`config.mk`:
```
export PLATFORM = sky130hd
export DESIGN_NAME = window_min_max_average_core_flat
export DESIGN_NICKNAME = d
export VERILOG_FILES = /design/src/rtl/core/wmma_pkg.sv /design/src/rtl/core/wmma_if.sv /design/src/rtl/core/wmma_ram.sv /design/src/rtl/core/wmma_ctrl.sv /design/src/rtl/core/wmma_dp.sv /design/src/rtl/core/window_min_max_average_core.sv /design/src/flat_wrapper.sv
export SDC_FILE = /design/constraint.sdc
export NUM_CORES = 2
export LEC_CHECK = 0
export BUFFER_PORTS_ARGS = -buffer_cell sky130_fd_sc_hd__buf_2
export CAP_MARGIN = 20
export CORE_MARGIN = 10
export CORE_UTILIZATION = 50
export CTS_CLUSTER_DIAMETER = 200
export DETAILED_ROUTE_END_ITERATION = 16
export HOLD_SLACK_MARGIN = 0.02
export PLACE_DENSITY = 0.66
export SLEW_MARGIN = 15
export SYNTH_ARGS = -nofsm -noshare
export SYNTH_HDL_FRONTEND = slang
export SYNTH_SLANG_ARGS = --single-unit
export TNS_END_PERCENT = 50
```
`constraint.sdc`:
```
create_clock -name clk -period 16.6 [get_ports clk]
set_input_delay 1.66 -clock clk [delete_from_list [all_inputs] [get_ports clk]]
set_output_delay 1.66 -clock clk [all_outputs]
set_load 0.005 [all_outputs]
```
`src/rtl/core/wmma_pkg.sv`:
```
// Package for the window min/max/average core: sizes, register indexes,
// and the command/status structs between controller and datapath.
// No dependencies.
package wmma_pkg;

  localparam int DEPTH       = 64;
  localparam int ADDR_W      = $clog2(DEPTH);
  localparam int SAMPLE_BITS = 32;
  localparam int CNT_W       = ADDR_W + 1;
  localparam int SUM_W       = SAMPLE_BITS + ADDR_W;
  localparam int TIME_W      = 32;
  localparam int DIV_CNT_W   = $clog2(SUM_W + 1);
  localparam int CFG_IDX_W   = 2;
  localparam int CFG_W       = 7;

  typedef enum logic [CFG_IDX_W-1:0] {
    REG_WINDOW_SIZE = 2'd0,
    REG_TRACK       = 2'd1,
    REG_SUPPLIED_T  = 2'd2
  } reg_idx_t;

  typedef struct packed {
    logic accept;
    logic upd;
    logic scan;
    logic apply;
    logic div;
    logic out_load;
  } cmd_t;

  typedef struct packed {
    logic need_scan;
    logic scan_done;
    logic div_done;
  } sts_t;

endpackage

```
`src/rtl/core/wmma_if.sv`:
```
// Valid/ready channel interfaces for the sample input and the result output.
// Depends on wmma_pkg.
interface wmma_in_if import wmma_pkg::*; ();
  logic                          valid;
  logic                          ready;
  logic signed [SAMPLE_BITS-1:0] sample;
  logic        [TIME_W-1:0]      stamp;
  modport source (output valid, sample, stamp, input ready);
  modport sink (input valid, sample, stamp, output ready);
endinterface

interface wmma_out_if import wmma_pkg::*; ();
  logic                          valid;
  logic                          ready;
  logic signed [SAMPLE_BITS-1:0] window_min;
  logic signed [SAMPLE_BITS-1:0] window_max;
  logic signed [SAMPLE_BITS-1:0] average;
  logic        [CNT_W-1:0]       sample_count;
  logic signed [SAMPLE_BITS-1:0] life_min;
  logic        [TIME_W-1:0]      life_min_time;
  logic signed [SAMPLE_BITS-1:0] life_max;
  logic        [TIME_W-1:0]      life_max_time;
  modport source (output valid, window_min, window_max, average, sample_count,
                  life_min, life_min_time, life_max, life_max_time, input ready);
  modport sink (input valid, window_min, window_max, average, sample_count,
                life_min, life_min_time, life_max, life_max_time, output ready);
endinterface

```
`src/rtl/core/wmma_ram.sv`:
```
// Generic single-write, single-read RAM with registered read data.
// No dependencies.
module wmma_ram #(
  parameter int WIDTH = 32,
  parameter int DEPTH = 64
) (
  input  logic                     clk,
  input  logic                     we,
  input  logic [$clog2(DEPTH)-1:0] waddr,
  input  logic [WIDTH-1:0]         wdata,
  input  logic [$clog2(DEPTH)-1:0] raddr,
  output logic [WIDTH-1:0]         rdata
);
  logic [WIDTH-1:0] mem [DEPTH];

  always_ff @(posedge clk) begin
    if (we) begin
      mem[waddr] <= wdata;
    end
    rdata <= mem[raddr];
  end
endmodule

```
`src/rtl/core/wmma_ctrl.sv`:
```
// Sequencer for the window statistics core: steps one item through
// update, optional rescan, apply, divide and output load. Depends on wmma_pkg.
module wmma_ctrl import wmma_pkg::*; (
  input  logic clk,
  input  logic rst_n,
  input  logic in_valid,
  output logic in_ready,
  output logic out_valid,
  input  logic out_ready,
  input  sts_t sts,
  output cmd_t cmd
);
  typedef enum logic [2:0] {
    S_IDLE, S_UPD, S_SCAN, S_APPLY, S_DIV, S_FIN
  } state_t;

  state_t state_r, state_nxt;
  logic   out_valid_r, out_valid_nxt;

  always_comb begin
    cmd          = '0;
    cmd.accept   = (state_r == S_IDLE) && in_valid;
    cmd.upd      = (state_r == S_UPD);
    cmd.scan     = (state_r == S_SCAN);
    cmd.apply    = (state_r == S_APPLY);
    cmd.div      = (state_r == S_DIV);
    cmd.out_load = (state_r == S_FIN) && (!out_valid_r || out_ready);
  end

  always_comb begin
    state_nxt = state_r;
    case (state_r)
      S_IDLE:  if (in_valid) state_nxt = S_UPD;
      S_UPD:   state_nxt = sts.need_scan ? S_SCAN : S_APPLY;
      S_SCAN:  if (sts.scan_done) state_nxt = S_APPLY;
      S_APPLY: state_nxt = S_DIV;
      S_DIV:   if (sts.div_done) state_nxt = S_FIN;
      S_FIN:   if (cmd.out_load) state_nxt = S_IDLE;
      default: state_nxt = S_IDLE;
    endcase
    out_valid_nxt = out_valid_r;
    if (out_valid_r && out_ready) out_valid_nxt = 1'b0;
    if (cmd.out_load) out_valid_nxt = 1'b1;
  end

  always_ff @(posedge clk) begin
    if (!rst_n) begin
      state_r     <= S_IDLE;
      out_valid_r <= 1'b0;
    end else begin
      state_r     <= state_nxt;
      out_valid_r <= out_valid_nxt;
    end
  end

  assign in_ready  = (state_r == S_IDLE);
  assign out_valid = out_valid_r;
endmodule

```
`src/rtl/core/wmma_dp.sv`:
```
// Datapath: config registers, sample ring RAM, running sum, extremes,
// rescan walker and serial divider. Depends on wmma_pkg and wmma_ram.
module wmma_dp import wmma_pkg::*; (
  input  logic                          clk,
  input  logic                          rst_n,
  input  logic                          cfg_we,
  input  logic [CFG_IDX_W-1:0]          cfg_index,
  input  logic [CFG_W-1:0]              cfg_data,
  input  cmd_t                          cmd,
  output sts_t                          sts,
  input  logic signed [SAMPLE_BITS-1:0] in_sample,
  input  logic        [TIME_W-1:0]      in_stamp,
  output logic signed [SAMPLE_BITS-1:0] window_min,
  output logic signed [SAMPLE_BITS-1:0] window_max,
  output logic signed [SAMPLE_BITS-1:0] average,
  output logic        [CNT_W-1:0]       sample_count,
  output logic signed [SAMPLE_BITS-1:0] life_min,
  output logic        [TIME_W-1:0]      life_min_time,
  output logic signed [SAMPLE_BITS-1:0] life_max,
  output logic        [TIME_W-1:0]      life_max_time
);
  logic [CNT_W-1:0] ws_r;
  logic             track_r, sup_r;
  logic signed [SAMPLE_BITS-1:0] sample_r, cur_min_r, cur_max_r, low_r, high_r;
  logic [TIME_W-1:0] ts_r, item_cnt_r, low_t_r, high_t_r;
  logic [ADDR_W-1:0] oldest_r, next_r;
  logic [CNT_W-1:0]  count_r;
  logic signed [SUM_W-1:0] sum_r;
  logic [CNT_W-1:0]  scan_idx_r;
  logic              scan_vld_r, scan_first_r, scan_min_r;
  logic [SUM_W-1:0]  div_q_r;
  logic [CNT_W-1:0]  div_rem_r;
  logic [DIV_CNT_W-1:0] div_cnt_r;
  logic              div_neg_r;
  logic signed [SAMPLE_BITS-1:0] o_min_r, o_max_r, o_avg_r, o_low_r, o_high_r;
  logic [CNT_W-1:0]  o_cnt_r;
  logic [TIME_W-1:0] o_low_t_r, o_high_t_r;

  logic [CNT_W-1:0]  size_eff;
  logic [ADDR_W-1:0] ram_raddr;
  logic [SAMPLE_BITS-1:0] ram_rdata;
  logic signed [SAMPLE_BITS-1:0] dropped;
  logic              full;
  logic [CNT_W-1:0]  next_inc, oldest_inc;
  logic signed [SUM_W-1:0] s_ext, d_ext;

  // update-step results
  logic [CNT_W-1:0]  u_count;
  logic [ADDR_W-1:0] u_oldest, u_next;
  logic signed [SUM_W-1:0] u_sum;
  logic signed [SAMPLE_BITS-1:0] u_min, u_max, u_low, u_high;
  logic [TIME_W-1:0] u_low_t, u_high_t;
  logic              u_scan_min, u_scan_max;

  logic              scan_issue;
  logic [CNT_W:0]    rem_sh;
  logic              rem_ge;
  logic [SUM_W-1:0]  sum_mag, quot;

  always_comb begin
    if (ws_r == '0) size_eff = CNT_W'(1);
    else if (ws_r > CNT_W'(DEPTH)) size_eff = CNT_W'(DEPTH);
    else size_eff = ws_r;
  end

  assign ram_raddr = cmd.scan ? scan_idx_r[ADDR_W-1:0] : oldest_r;

  wmma_ram #(.WIDTH(SAMPLE_BITS), .DEPTH(DEPTH)) u_hist (
    .clk   (clk),
    .we    (cmd.upd),
    .waddr (next_r),
    .wdata (sample_r),
    .raddr (ram_raddr),
    .rdata (ram_rdata)
  );

  assign dropped    = ram_rdata;
  assign full       = (count_r != '0) && !(count_r < size_eff);
  assign next_inc   = {1'b0, next_r} + CNT_W'(1);
  assign oldest_inc = {1'b0, oldest_r} + CNT_W'(1);
  assign s_ext      = {{ADDR_W{sample_r[SAMPLE_BITS-1]}}, sample_r};
  assign d_ext      = {{ADDR_W{dropped[SAMPLE_BITS-1]}}, dropped};

  always_comb begin
    u_count    = count_r;
    u_oldest   = oldest_r;
    u_next     = (next_inc >= size_eff) ? '0 : next_inc[ADDR_W-1:0];
    u_sum      = sum_r + s_ext;
    u_min      = cur_min_r;
    u_max      = cur_max_r;
    u_low      = low_r;
    u_high     = high_r;
    u_low_t    = low_t_r;
    u_high_t   = high_t_r;
    u_scan_min = 1'b0;
    u_scan_max = 1'b0;
    if (count_r == '0) begin
      u_count  = CNT_W'(1);
      u_min    = sample_r;
      u_max    = sample_r;
      u_low    = sample_r;
      u_high   = sample_r;
      u_low_t  = ts_r;
      u_high_t = ts_r;
    end else begin
      if (full) begin
        u_oldest = (oldest_inc >= size_eff) ? '0 : oldest_inc[ADDR_W-1:0];
        u_sum    = sum_r + s_ext - d_ext;
        // dropped extreme: rescan, or fall back to the lifetime value
        if (dropped <= cur_min_r) begin
          if (track_r) u_scan_min = 1'b1;
          else u_min = low_r;
        end else if (dropped >= cur_max_r) begin
          if (track_r) u_scan_max = 1'b1;
          else u_max = high_r;
        end
      end else begin
        u_count = count_r + CNT_W'(1);
      end
      if (sample_r < low_r) begin
        u_low   = sample_r;
        u_low_t = ts_r;
      end else if (sample_r > high_r) begin
        u_high   = sample_r;
        u_high_t = ts_r;
      end
    end
  end

  assign scan_issue = scan_idx_r < count_r;
  assign rem_sh     = {div_rem_r, div_q_r[SUM_W-1]};
  assign rem_ge     = rem_sh >= {1'b0, count_r};
  assign sum_mag    = sum_r[SUM_W-1] ? SUM_W'(-sum_r) : SUM_W'(sum_r);
  assign quot       = div_neg_r ? (~div_q_r + SUM_W'(1)) : div_q_r;

  assign sts.need_scan = u_scan_min || u_scan_max;
  assign sts.scan_done = !scan_issue && !scan_vld_r;
  assign sts.div_done  = (div_cnt_r == '0);

  always_ff @(posedge clk) begin
    if (!rst_n) begin
      ws_r       <= CNT_W'(DEPTH);
      track_r    <= 1'b0;
      sup_r      <= 1'b0;
      item_cnt_r <= '0;
      oldest_r   <= '0;
      next_r     <= '0;
      count_r    <= '0;
      sum_r      <= '0;
      cur_min_r  <= '0;
      cur_max_r  <= '0;
      low_r      <= '0;
      high_r     <= '0;
      low_t_r    <= '0;
      high_t_r   <= '0;
      scan_idx_r <= '0;
      scan_vld_r <= 1'b0;
      div_cnt_r  <= '0;
    end else begin
      if (cfg_we) begin
        case (cfg_index)
          REG_WINDOW_SIZE: begin
            ws_r     <= cfg_data;
            oldest_r <= '0;
            next_r   <= '0;
            count_r  <= '0;
            sum_r    <= '0;
          end
          REG_TRACK:      track_r <= cfg_data[0];
          REG_SUPPLIED_T: sup_r   <= cfg_data[0];
          default: ;
        endcase
      end
      if (cmd.accept) begin
        if (!sup_r) item_cnt_r <= item_cnt_r + TIME_W'(1);
      end
      if (cmd.upd) begin
        count_r    <= u_count;
        oldest_r   <= u_oldest;
        next_r     <= u_next;
        sum_r      <= u_sum;
        cur_min_r  <= u_min;
        cur_max_r  <= u_max;
        low_r      <= u_low;
        high_r     <= u_high;
        low_t_r    <= u_low_t;
        high_t_r   <= u_high_t;
        scan_idx_r <= '0;
        scan_vld_r <= 1'b0;
      end
      if (cmd.scan) begin
        if (scan_issue) scan_idx_r <= scan_idx_r + CNT_W'(1);
        scan_vld_r <= scan_issue;
        if (scan_vld_r) begin
          if (scan_min_r) begin
            if (scan_first_r || $signed(dropped) < cur_min_r) cur_min_r <= dropped;
          end else begin
            if (scan_first_r || $signed(dropped) > cur_max_r) cur_max_r <= dropped;
          end
        end
      end
      if (cmd.apply) begin
        // new sample against window extremes, for every item, after any rescan
        if (sample_r < cur_min_r) cur_min_r <= sample_r;
        else if (sample_r > cur_max_r) cur_max_r <= sample_r;
        div_cnt_r <= DIV_CNT_W'(SUM_W);
      end
      if (cmd.div && div_cnt_r != '0) begin
        div_cnt_r <= div_cnt_r - DIV_CNT_W'(1);
      end
    end
  end

  // payload registers, no reset
  always_ff @(posedge clk) begin
    if (cmd.accept) begin
      sample_r <= in_sample;
      ts_r     <= sup_r ? in_stamp : (item_cnt_r + TIME_W'(1));
    end
    if (cmd.upd) begin
      scan_first_r <= 1'b1;
      scan_min_r   <= u_scan_min;
    end
    if (cmd.scan && scan_vld_r) scan_first_r <= 1'b0;
    if (cmd.apply) begin
      div_q_r   <= sum_mag;
      div_rem_r <= '0;
      div_neg_r <= sum_r[SUM_W-1];
    end
    if (cmd.div && div_cnt_r != '0) begin
      div_rem_r <= rem_ge ? CNT_W'(rem_sh - {1'b0, count_r}) : rem_sh[CNT_W-1:0];
      div_q_r   <= {div_q_r[SUM_W-2:0], rem_ge};
    end
    if (cmd.out_load) begin
      o_min_r    <= cur_min_r;
      o_max_r    <= cur_max_r;
      o_avg_r    <= quot[SAMPLE_BITS-1:0];
      o_cnt_r    <= count_r;
      o_low_r    <= low_r;
      o_low_t_r  <= low_t_r;
      o_high_r   <= high_r;
      o_high_t_r <= high_t_r;
    end
  end

  assign window_min    = o_min_r;
  assign window_max    = o_max_r;
  assign average       = o_avg_r;
  assign sample_count  = o_cnt_r;
  assign life_min      = o_low_r;
  assign life_min_time = o_low_t_r;
  assign life_max      = o_high_r;
  assign life_max_time = o_high_t_r;

`ifndef ASSERT_OFF
  a_count_le_size: assert property (@(posedge clk) disable iff (!rst_n)
    count_r <= size_eff) else $error("window count above window size");
  a_ring_in_range: assert property (@(posedge clk) disable iff (!rst_n)
    ({1'b0, oldest_r} < size_eff) && ({1'b0, next_r} < size_eff))
    else $error("ring index outside window");
  a_size_write_clears: assert property (@(posedge clk) disable iff (!rst_n)
    cfg_we && cfg_index == REG_WINDOW_SIZE |=> count_r == '0 && sum_r == '0)
    else $error("window not emptied by size write");
  a_div_bound: assert property (@(posedge clk) disable iff (!rst_n)
    div_cnt_r <= DIV_CNT_W'(SUM_W)) else $error("divider step count overrun");
`endif
endmodule

```
`src/rtl/core/window_min_max_average_core.sv`:
```
// Window min/max/average core, top level. Depends on wmma_pkg, wmma_if,
// wmma_ctrl and wmma_dp (which holds the 64-entry sample RAM).
// An item passes update, an optional window rescan when a dropped extreme
// triggers one (one RAM read per cycle), apply, the 38-step restoring
// divider for the average, and the output register load.
// Throughput: one item at a time, next transfer in the cycle after the result
// loads; a result held in the output register stalls the next load.
// Reset (rst_n, synchronous): empty window, window_size 64, tracking and
// supplied time off, the internal statistics and the item counter zero.
module window_min_max_average_core import wmma_pkg::*; (
  input  logic                 clk,
  input  logic                 rst_n,
  input  logic                 cfg_we,
  input  logic [CFG_IDX_W-1:0] cfg_index,
  input  logic [CFG_W-1:0]     cfg_data,
  wmma_in_if.sink              in_if,
  wmma_out_if.source           out_if
);
  cmd_t cmd;
  sts_t sts;

  // Sequencer: one item in flight; the next transfer is taken while the
  // previous result still sits in the output register.
  wmma_ctrl u_ctrl (
    .clk       (clk),
    .rst_n     (rst_n),
    .in_valid  (in_if.valid),
    .in_ready  (in_if.ready),
    .out_valid (out_if.valid),
    .out_ready (out_if.ready),
    .sts       (sts),
    .cmd       (cmd)
  );

  // Datapath: ring, sum, extremes, rescan and divider, output register.
  wmma_dp u_dp (
    .clk           (clk),
    .rst_n         (rst_n),
    .cfg_we        (cfg_we),
    .cfg_index     (cfg_index),
    .cfg_data      (cfg_data),
    .cmd           (cmd),
    .sts           (sts),
    .in_sample     (in_if.sample),
    .in_stamp      (in_if.stamp),
    .window_min    (out_if.window_min),
    .window_max    (out_if.window_max),
    .average       (out_if.average),
    .sample_count  (out_if.sample_count),
    .life_min      (out_if.life_min),
    .life_min_time (out_if.life_min_time),
    .life_max      (out_if.life_max),
    .life_max_time (out_if.life_max_time)
  );
endmodule
```
`src/flat_wrapper.sv`:
```
// flat-port wrapper written by rule: the top's interface ports become plain ports
module window_min_max_average_core_flat import wmma_pkg::*;
  (clk, rst_n, cfg_we, cfg_index, cfg_data, in_if_valid, in_if_sample, in_if_stamp, in_if_ready, out_if_valid, out_if_window_min, out_if_window_max, out_if_average, out_if_sample_count, out_if_life_min, out_if_life_min_time, out_if_life_max, out_if_life_max_time, out_if_ready);
  wmma_in_if in_if_i ();
  wmma_out_if out_if_i ();
  input  logic clk;
  input  logic rst_n;
  input  logic cfg_we;
  input  logic [CFG_IDX_W-1:0] cfg_index;
  input  logic [CFG_W-1:0] cfg_data;
  input wire logic [$bits(in_if_i.valid)-1:0] in_if_valid;
  input wire logic [$bits(in_if_i.sample)-1:0] in_if_sample;
  input wire logic [$bits(in_if_i.stamp)-1:0] in_if_stamp;
  output wire logic [$bits(in_if_i.ready)-1:0] in_if_ready;
  output wire logic [$bits(out_if_i.valid)-1:0] out_if_valid;
  output wire logic [$bits(out_if_i.window_min)-1:0] out_if_window_min;
  output wire logic [$bits(out_if_i.window_max)-1:0] out_if_window_max;
  output wire logic [$bits(out_if_i.average)-1:0] out_if_average;
  output wire logic [$bits(out_if_i.sample_count)-1:0] out_if_sample_count;
  output wire logic [$bits(out_if_i.life_min)-1:0] out_if_life_min;
  output wire logic [$bits(out_if_i.life_min_time)-1:0] out_if_life_min_time;
  output wire logic [$bits(out_if_i.life_max)-1:0] out_if_life_max;
  output wire logic [$bits(out_if_i.life_max_time)-1:0] out_if_life_max_time;
  input wire logic [$bits(out_if_i.ready)-1:0] out_if_ready;
  assign in_if_i.valid = in_if_valid;
  assign in_if_i.sample = in_if_sample;
  assign in_if_i.stamp = in_if_stamp;
  assign in_if_ready = in_if_i.ready;
  assign out_if_valid = out_if_i.valid;
  assign out_if_window_min = out_if_i.window_min;
  assign out_if_window_max = out_if_i.window_max;
  assign out_if_average = out_if_i.average;
  assign out_if_sample_count = out_if_i.sample_count;
  assign out_if_life_min = out_if_i.life_min;
  assign out_if_life_min_time = out_if_i.life_min_time;
  assign out_if_life_max = out_if_i.life_max;
  assign out_if_life_max_time = out_if_i.life_max_time;
  assign out_if_i.ready = out_if_ready;
  window_min_max_average_core u_core (.clk(clk), .rst_n(rst_n), .cfg_we(cfg_we), .cfg_index(cfg_index), .cfg_data(cfg_data), .in_if(in_if_i), .out_if(out_if_i));
endmodule
```
# --- Word level (Yosys, flattened, before mapping) ---
# Memory sizes are Yosys's and may differ from the RTL's. A register that Yosys moved wholly into a read port is not among the register bits.
# Cells that the tools add are included.
word_totals:
  regBits: 651
  mem_bits_rw: 2048
  input_bits: 78
  out_inout_bits: 233
  word_cells: 204
  memories: 1
classes:
  addsub: 11
  n_lt_le_gt_ge: 14
  eq_ne: 15
  n_mux: 88
  bitwise_logic: 2
  reduce_logical: 39
memory_table:
  columns: ["name", "depth", "width", "read_ports", "rd_ports_with_merged_regs", "wr", "line_no", "rtl"]
  rows:
  - ["u_core.u_dp.u_hist.mem", 64, 32, 1, 1, 1, "wmma_ram.sv:14", "logic [WIDTH-1:0] mem [DEPTH];"]
op_table:
  columns: ["operator", "count"]
  rows:
  - ["32-bit two-way mux", 36]
  - ["38-bit two-way mux", 8]
  - ["32-bit > comparator", 3]
  - ["32-bit < comparator", 3]
  - ["7-bit two-way mux", 13]
  - ["6-bit two-way mux", 11]
  - ["32-bit by 1-bit adder with 32-bit output, second input constant", 2]
  - ["38-bit by 32-bit adder with 38-bit output", 1]
  - ["38-bit negation", 1]
  - ["38-bit by 32-bit subtractor with 38-bit output", 1]
  - ["32-bit greater-or-equal comparator", 1]
  - ["32-bit <= comparator", 1]
  - ["32-bit inverter", 1]
  - ["3-bit case mux with 6 select lines", 1]
  - ["1-bit two-way mux", 15]
  - ["6-bit by 1-bit adder with 7-bit output, second input constant", 2]
  - ["7-bit by 1-bit adder with 7-bit output, second input constant", 2]
  - ["7-bit greater-or-equal comparator", 2]
  - ["7-bit logical NOT", 2]
  - ["7-bit < comparator", 2]
  - ["2-bit nonzero test", 7]
  - ["3-bit two-way mux", 4]
  - ["2-bit AND reduction", 6]
  - ["8-bit by 7-bit greater-or-equal comparator with 1-bit output", 1]
  - ["22 further kinds", 43]

# --- Logic depth before layout (Yosys ltp) ---
depth:
  word_depth: 16
  mapped_depth: 25
  depth_no_buf: 25

# --- Cells and area by module ---
# From an unflattened synthesis, not the netlist that was laid out.
unflattened:
  hier_cells: 7216
  area_unflattened_um2: 116008.8
modules_own_cells:
  columns: ["module", "n_inst", "cells_per_inst", "area_each_um2", "seq_area_each_um2"]
  rows:
  - ["wmma_ram", 1, 3324, 78515.3, 62139.6]
  - ["wmma_dp", 1, 3860, 37199.4, 16375.7]
  - ["wmma_ctrl", 1, 32, 294.0, 80.1]

# --- Worst setup path before layout ---
# Ideal clock, no wire load.
synth_timing:
  path_kind: "in2reg"
  startpoint: "input port out_if_ready"
  endpoint: "register u_core.u_dp.o_avg_r[0] (netlist: u_core.u_dp.average[0]), enable pin"
  setup_time_ns: 0.851
  arrival_ns: 11.919
  t_required_ns: 15.749
  setup_slack_ns: 3.830
  path_stages: 2
  path_buffers: 0
  cell_sequence: "nand2b_1 -> nor2b_1"
synth_lines:
  columns: ["item", "line_no", "rtl"]
  rows:
  - ["start: declaration", "flat_wrapper.sv:24", "input wire logic [$bits(out_if_i.ready)-1:0] out_if_ready;"]
  - ["end signal: assignment", "wmma_dp.sv:237", "o_avg_r <= quot[SAMPLE_BITS-1:0];"]
  - ["end: declaration", "wmma_dp.sv:35", "logic signed [SAMPLE_BITS-1:0] o_min_r, o_max_r, o_avg_r, o_low_r, o_high_r;"]

# --- Worst setup path after layout ---
layout_timing:
  startpoint: "register u_core.u_dp.sample_r[1]"
  endpoint: "register u_core.u_dp.sum_r[37]"
layout_via:
  elab_chain_cells: 5
layout_lines:
  columns: ["item", "line_no", "rtl"]
  rows:
  - ["start: declaration", "wmma_dp.sv:24", "logic signed [SAMPLE_BITS-1:0] sample_r, cur_min_r, cur_max_r, low_r, high_r;"]
  - ["start signal: assignment", "wmma_dp.sv:217", "sample_r <= in_sample;"]
  - ["38-bit by 32-bit adder with 38-bit output *", "wmma_dp.sv:88, wmma_dp.sv:108", null]
  - ["38-bit by 32-bit subtractor with 38-bit output", "wmma_dp.sv:108", "u_sum = sum_r + s_ext - d_ext;"]
  - ["38-bit two-way mux", "wmma_dp.sv:106", "if (full) begin"]
  - ["38-bit two-way mux *", "wmma_dp.sv:97", "if (count_r == '0) begin"]
  - ["38-bit two-way mux *", "wmma_dp.sv:177", "if (cmd.upd) begin"]
  - ["end signal: assignment", "wmma_dp.sv:181", "sum_r <= u_sum;"]
  - ["end: declaration", "wmma_dp.sv:28", "logic signed [SUM_W-1:0] sum_r;"]
# Mark *: on every way between the ends. The rest lies on a longest branch, timed or not.
# A chain may end at the register's enable or synchronous reset.

==> results.txt <==
----------------------------------------------------
[Route]
  Remaining number of nets flagged by the antenna check after routing ... 0
  Via/cell ratio ... 6.396
  Wire length per cell after detailed routing ... 31.24 µm
  First-pass iteration count of the detailed router ... 6
  Total via count after detailed routing ... 69910
  Detailed router's first-iteration violation count ... 9126
  Wire length reported by the detailed router ... 341.4 mm
  Post-detailed-route DRC marker count ... 0

[Finish]
  Top reg by flops ... u_core.u_dp.u_hist.mem
  Final Net Count ... 8085
  Commonest non-fill, non-tap cell in the layout ... edfxtp_1
  Flip-flop count of the largest register, all copies and words added ... 2048
  Fraction of final layout cells sized beyond drive strength 1 ... 20.02%
  Final std cell area, no fill ... 130500 µm²
  Commonest cells after routing, fill and taps aside ... 2390 x edfxtp_1, 700 x nand2_1, 512 x mux4_2
  Final core utilization ... 57.27%
  Fillcell total ... 17240
  Registers with the highest flip-flop counts ... u_core.u_dp.u_hist.mem: 2048 flops, u_core.u_dp.div_q_r: 38 flops, u_core.u_dp.sum_r: 38 flops
  Area growth from synthesis to layout ... 13.65%

[Power]
  Power Internal ... 12.33 mW
  Combinational share of power ... 13.2%
  Switching share of power ... 25.51%
  Clock network fraction of total power ... 38.8%
  Portion of total power attributed to sequential cells ... 48.1%
  Peak supply drop ... 0.1021 mV
  Net switching power ... 4.223 mW
  P per Cell Area ... 126.8 nW/µm²
  Static leakage ... 45.06 nW

[Die]
  Die Span Y ... 499.3 µm
  Horiz. Die Dim ... 499.3 µm
  Number of cell rows ... 175
  Floorplan core area ... 227900 µm²
  Number of top-level pins ... 311
  Effective utilization at floorplan ... 50.39%
  Full die area ... 249300 µm²

[GRT]
  Via count of the first global-routing pass ... 68160
  Highest-utilization routing layer at the global route stage ... met2
  Global Route met3 Usage ... 5.430%
  Antenna violations before repair ... 12
  Overall track demand over capacity in global routing ... 26.67%
  Met2 routing resource usage after global routing ... 41.87%
  Pin count of the biggest net entering global routing ... 120
  Remaining global-route overflow ... 0
  Wire length of the first global-routing pass ... 489.4 mm
  Met1 track utilization from global routing ... 37.26%

[Placement]
  Final estimated routing congestion in global placement ... 0.9423
  Detail Placement HPWL ... 204.8 mm
  Total cell area at the placement stage ... 121200 µm²
  Port Buffers ... 310

[Logic synthesis]
  Area share of the largest cell type after synthesis ... 62.48%
  Syn nets ... 7646
  Number of warnings reported in the yosys synthesis log ... 0
  Post-synth EDFFs ... 2390
  Synth Instances ... 7258
  Share of synthesized registers carrying an async set or reset ... 0%
  Average cell area after synthesis ... 15.83 µm²
  Distinct cell type count of the synthesized netlist ... 81
  Register area share after synthesis ... 68.43%
  Cell area after synthesis ... 114900 µm²
  Top cells by area, synth ... edfxtp_1 62%, mux4_2 10%, dfxtp_1 5.9%, ha_1 3.3%, nand2_1 2.3%
  Cell type with the largest total area after synthesis ... edfxtp_1
  Count of state elements after synthesis ... 2731
  Most used flip-flop cell after synthesis ... edfxtp_1

[Clock tree]
  Clock tree from TritonCTS ... done
  Root Driver ... clkbuf_16
  Setup Fix Bufs, Post-CTS ... 0
  Buffer depth of the longest clock path ... 4
  Gates resized, CTS repair ... 0
  Clock sinks ... 2731
  Quantity of hold-fixing buffers added after cts ... 0
  Total CTS buffers ... 294
  Clock edge transition at the registers on the reported setup and hold paths ... 0.06 ns
  Worst-skew pair later-pin latency ... 0.94 ns
  CTS H-Tree Depth ... 5

[Setup path]
  Required time of the critical path ... 17.39 ns
  Critical-path cell list ... buf_4 -> inv_1 -> fa_1 -> nor2b_1 -> o21ai_1 -> a21boi_1 -> o31ai_1 -> a21boi_1 -> o2111ai_1 -> a31o_2 -> a21oi_1 -> xor2_1 -> ha_1 -> a21oi_1 -> o21ai_0 -> a221oi_1 -> o22ai_1 -> a21oi_1 -> a311oi_1 -> or3_1 -> a21oi_1 -> xor2_1 -> a31o_1 -> a21o_1
  Largest driver fanout on the critical path ... 74
  Kind of critical path ... flip-flop to flip-flop
  Dominant cell type by count on the critical path ... a21oi_1
  Crit path capture type ... flip-flop
  Slowest CP cell ... buf_4
  Startpoint types ... flip-flop
  Data arrival, critical path ... 7.34 ns
  Highest cell delay on the worst timing path ... 0.71 ns

[Timing]
  Total Neg Setup Slack ... 0 ns
  Relative slew margins ... 21.00%
  Pins over their slew limit ... 0
  Share of the clock period used by the worst path after layout ... 39.42%
  Worst clock skew on the final layout ... 0.08366 ns
  Max Clock Freq ... 152.8 MHz
  RSZ-0062 raised after global routing ... false
  Final hold violation count ... 0
  Minimum clock period after layout ... 6.544 ns
  Tightest Pin Transition ... 1.181 ns
  Finish-stage setup viols ... 0

[Worst hold path]
  Path type of the worst min-delay path ... flip-flop to flip-flop

[Run]
  Total of max-cap violations ... 0

[Status]
  Run status ... complete, no violations

----------------------------------------------------
## through the flow
| step | power (mW) | cells | hold WS (ns) | setup WS [ns] |
|---|---|---|---|---|
| floorplan | 9.455 | 7258 | 0.4081 | 3.830 |
| detailed placement | 10.22 | 10410 | 0.4122 | 10.23 |
| global placement | 10.17 | 10400 | 0.4129 | 9.951 |
| global route | 17.07 | 10930 | 0.4346 | 9.612 |
| finish | 16.55 | 10930 | 0.4279 | 10.06 |
| CTS | 16.57 | 10920 | 0.4281 | 10.14 |
## worst max-delay path: cells and delay by family, from the launching register on
family	cells	cell delay, ns
AOI/OAI and AO/OA	16	3.51
buffers and inverters	2	0.91
DFF	1	0.32
xor gates and xnor gates	2	0.32
and+or+nand+nor	2	0.46
adders and majority gates	2	0.83
## Yosys cell counts (47+ instances only)
master    count
buf_1        47
nor2_1      269
clkbuf_1    265
o21ai_0     233
xor2_1      104
a21o_1      115
a21oi_1     319
inv_1       209
buf_2        77
edfxtp_1   2390
a311oi_1     70
and2_1      145
a31oi_1     114
xnor2_1      92
a211oi_1    176
mux2i_1     147
ha_1        307
dfxtp_1     341
mux4_2      512
nand3_1      63
nand4_1      49
nand2_1     702
## power groups by stage
stage          sequential [mW]  clock, mW  combinational, mW
5_1_grt                   7.95       6.76               2.36
3_3_place_gp              8.08          0               2.09
2_1_floorplan             8.05          0               1.41
4_1_cts                   7.94       6.49               2.15
6_report                  7.96       6.42               2.18
3_5_place_dp              8.09          0               2.14
## layout make-up
cell class                      count  area [µm²]  share of cell area (%)
Sequential cell                  2731       78600                   60.21
Multi-Input combinational cell   3927       34640                   26.54
Clock buffer                      388        8038                   6.157
Tap cell                         3009        3765                   2.884
Timing Repair Buffer              533        3396                   2.601
Clock inverter                    127        1300                  0.9959
Inverter                          210       789.5                  0.6048
Antenna cell                        4       10.01                0.007668
## kinds of logic (layout without fill, tap and decap cells)
group           count (synthesis)  after routing  share of synthesized area, %
compound gates               1318           1318                         7.503
xor+xnor                      196            196                         1.495
fa+ha+maj                     310            310                         3.397
buf+inv                       600           1258                         2.048
flops                        2731           2731                         68.43
mux                           663            663                         11.36
other cells                     0              4                             0
simple gates                 1440           1440                         5.770
## routing by layer
layer	vias to the layer above	wire length [µm]
met5	-	55
met4	8	13780
met3	711	35110
met2	3801	158300
met1	35970	134100
li1	29420	-
## worst paths after layout
| path | startpoint | end | slack, ns | cells after the start |
|---|---|---|---|---|
| worst min-delay path | u_core.u_dp.high_t_r[3] | u_core.u_dp.life_max_time[3] | 0.43 | 0 |
| worst max-delay path | u_core.u_dp.sample_r[1] | u_core.u_dp.sum_r[37] | 10.06 | 24 |
| worst min register to register | u_core.u_dp.high_t_r[3] | u_core.u_dp.life_max_time[3] | 0.43 | 0 |
| worst max register to register | u_core.u_dp.sample_r[1] | u_core.u_dp.sum_r[37] | 10.06 | 24 |
(Power assumes the default switching activity.)
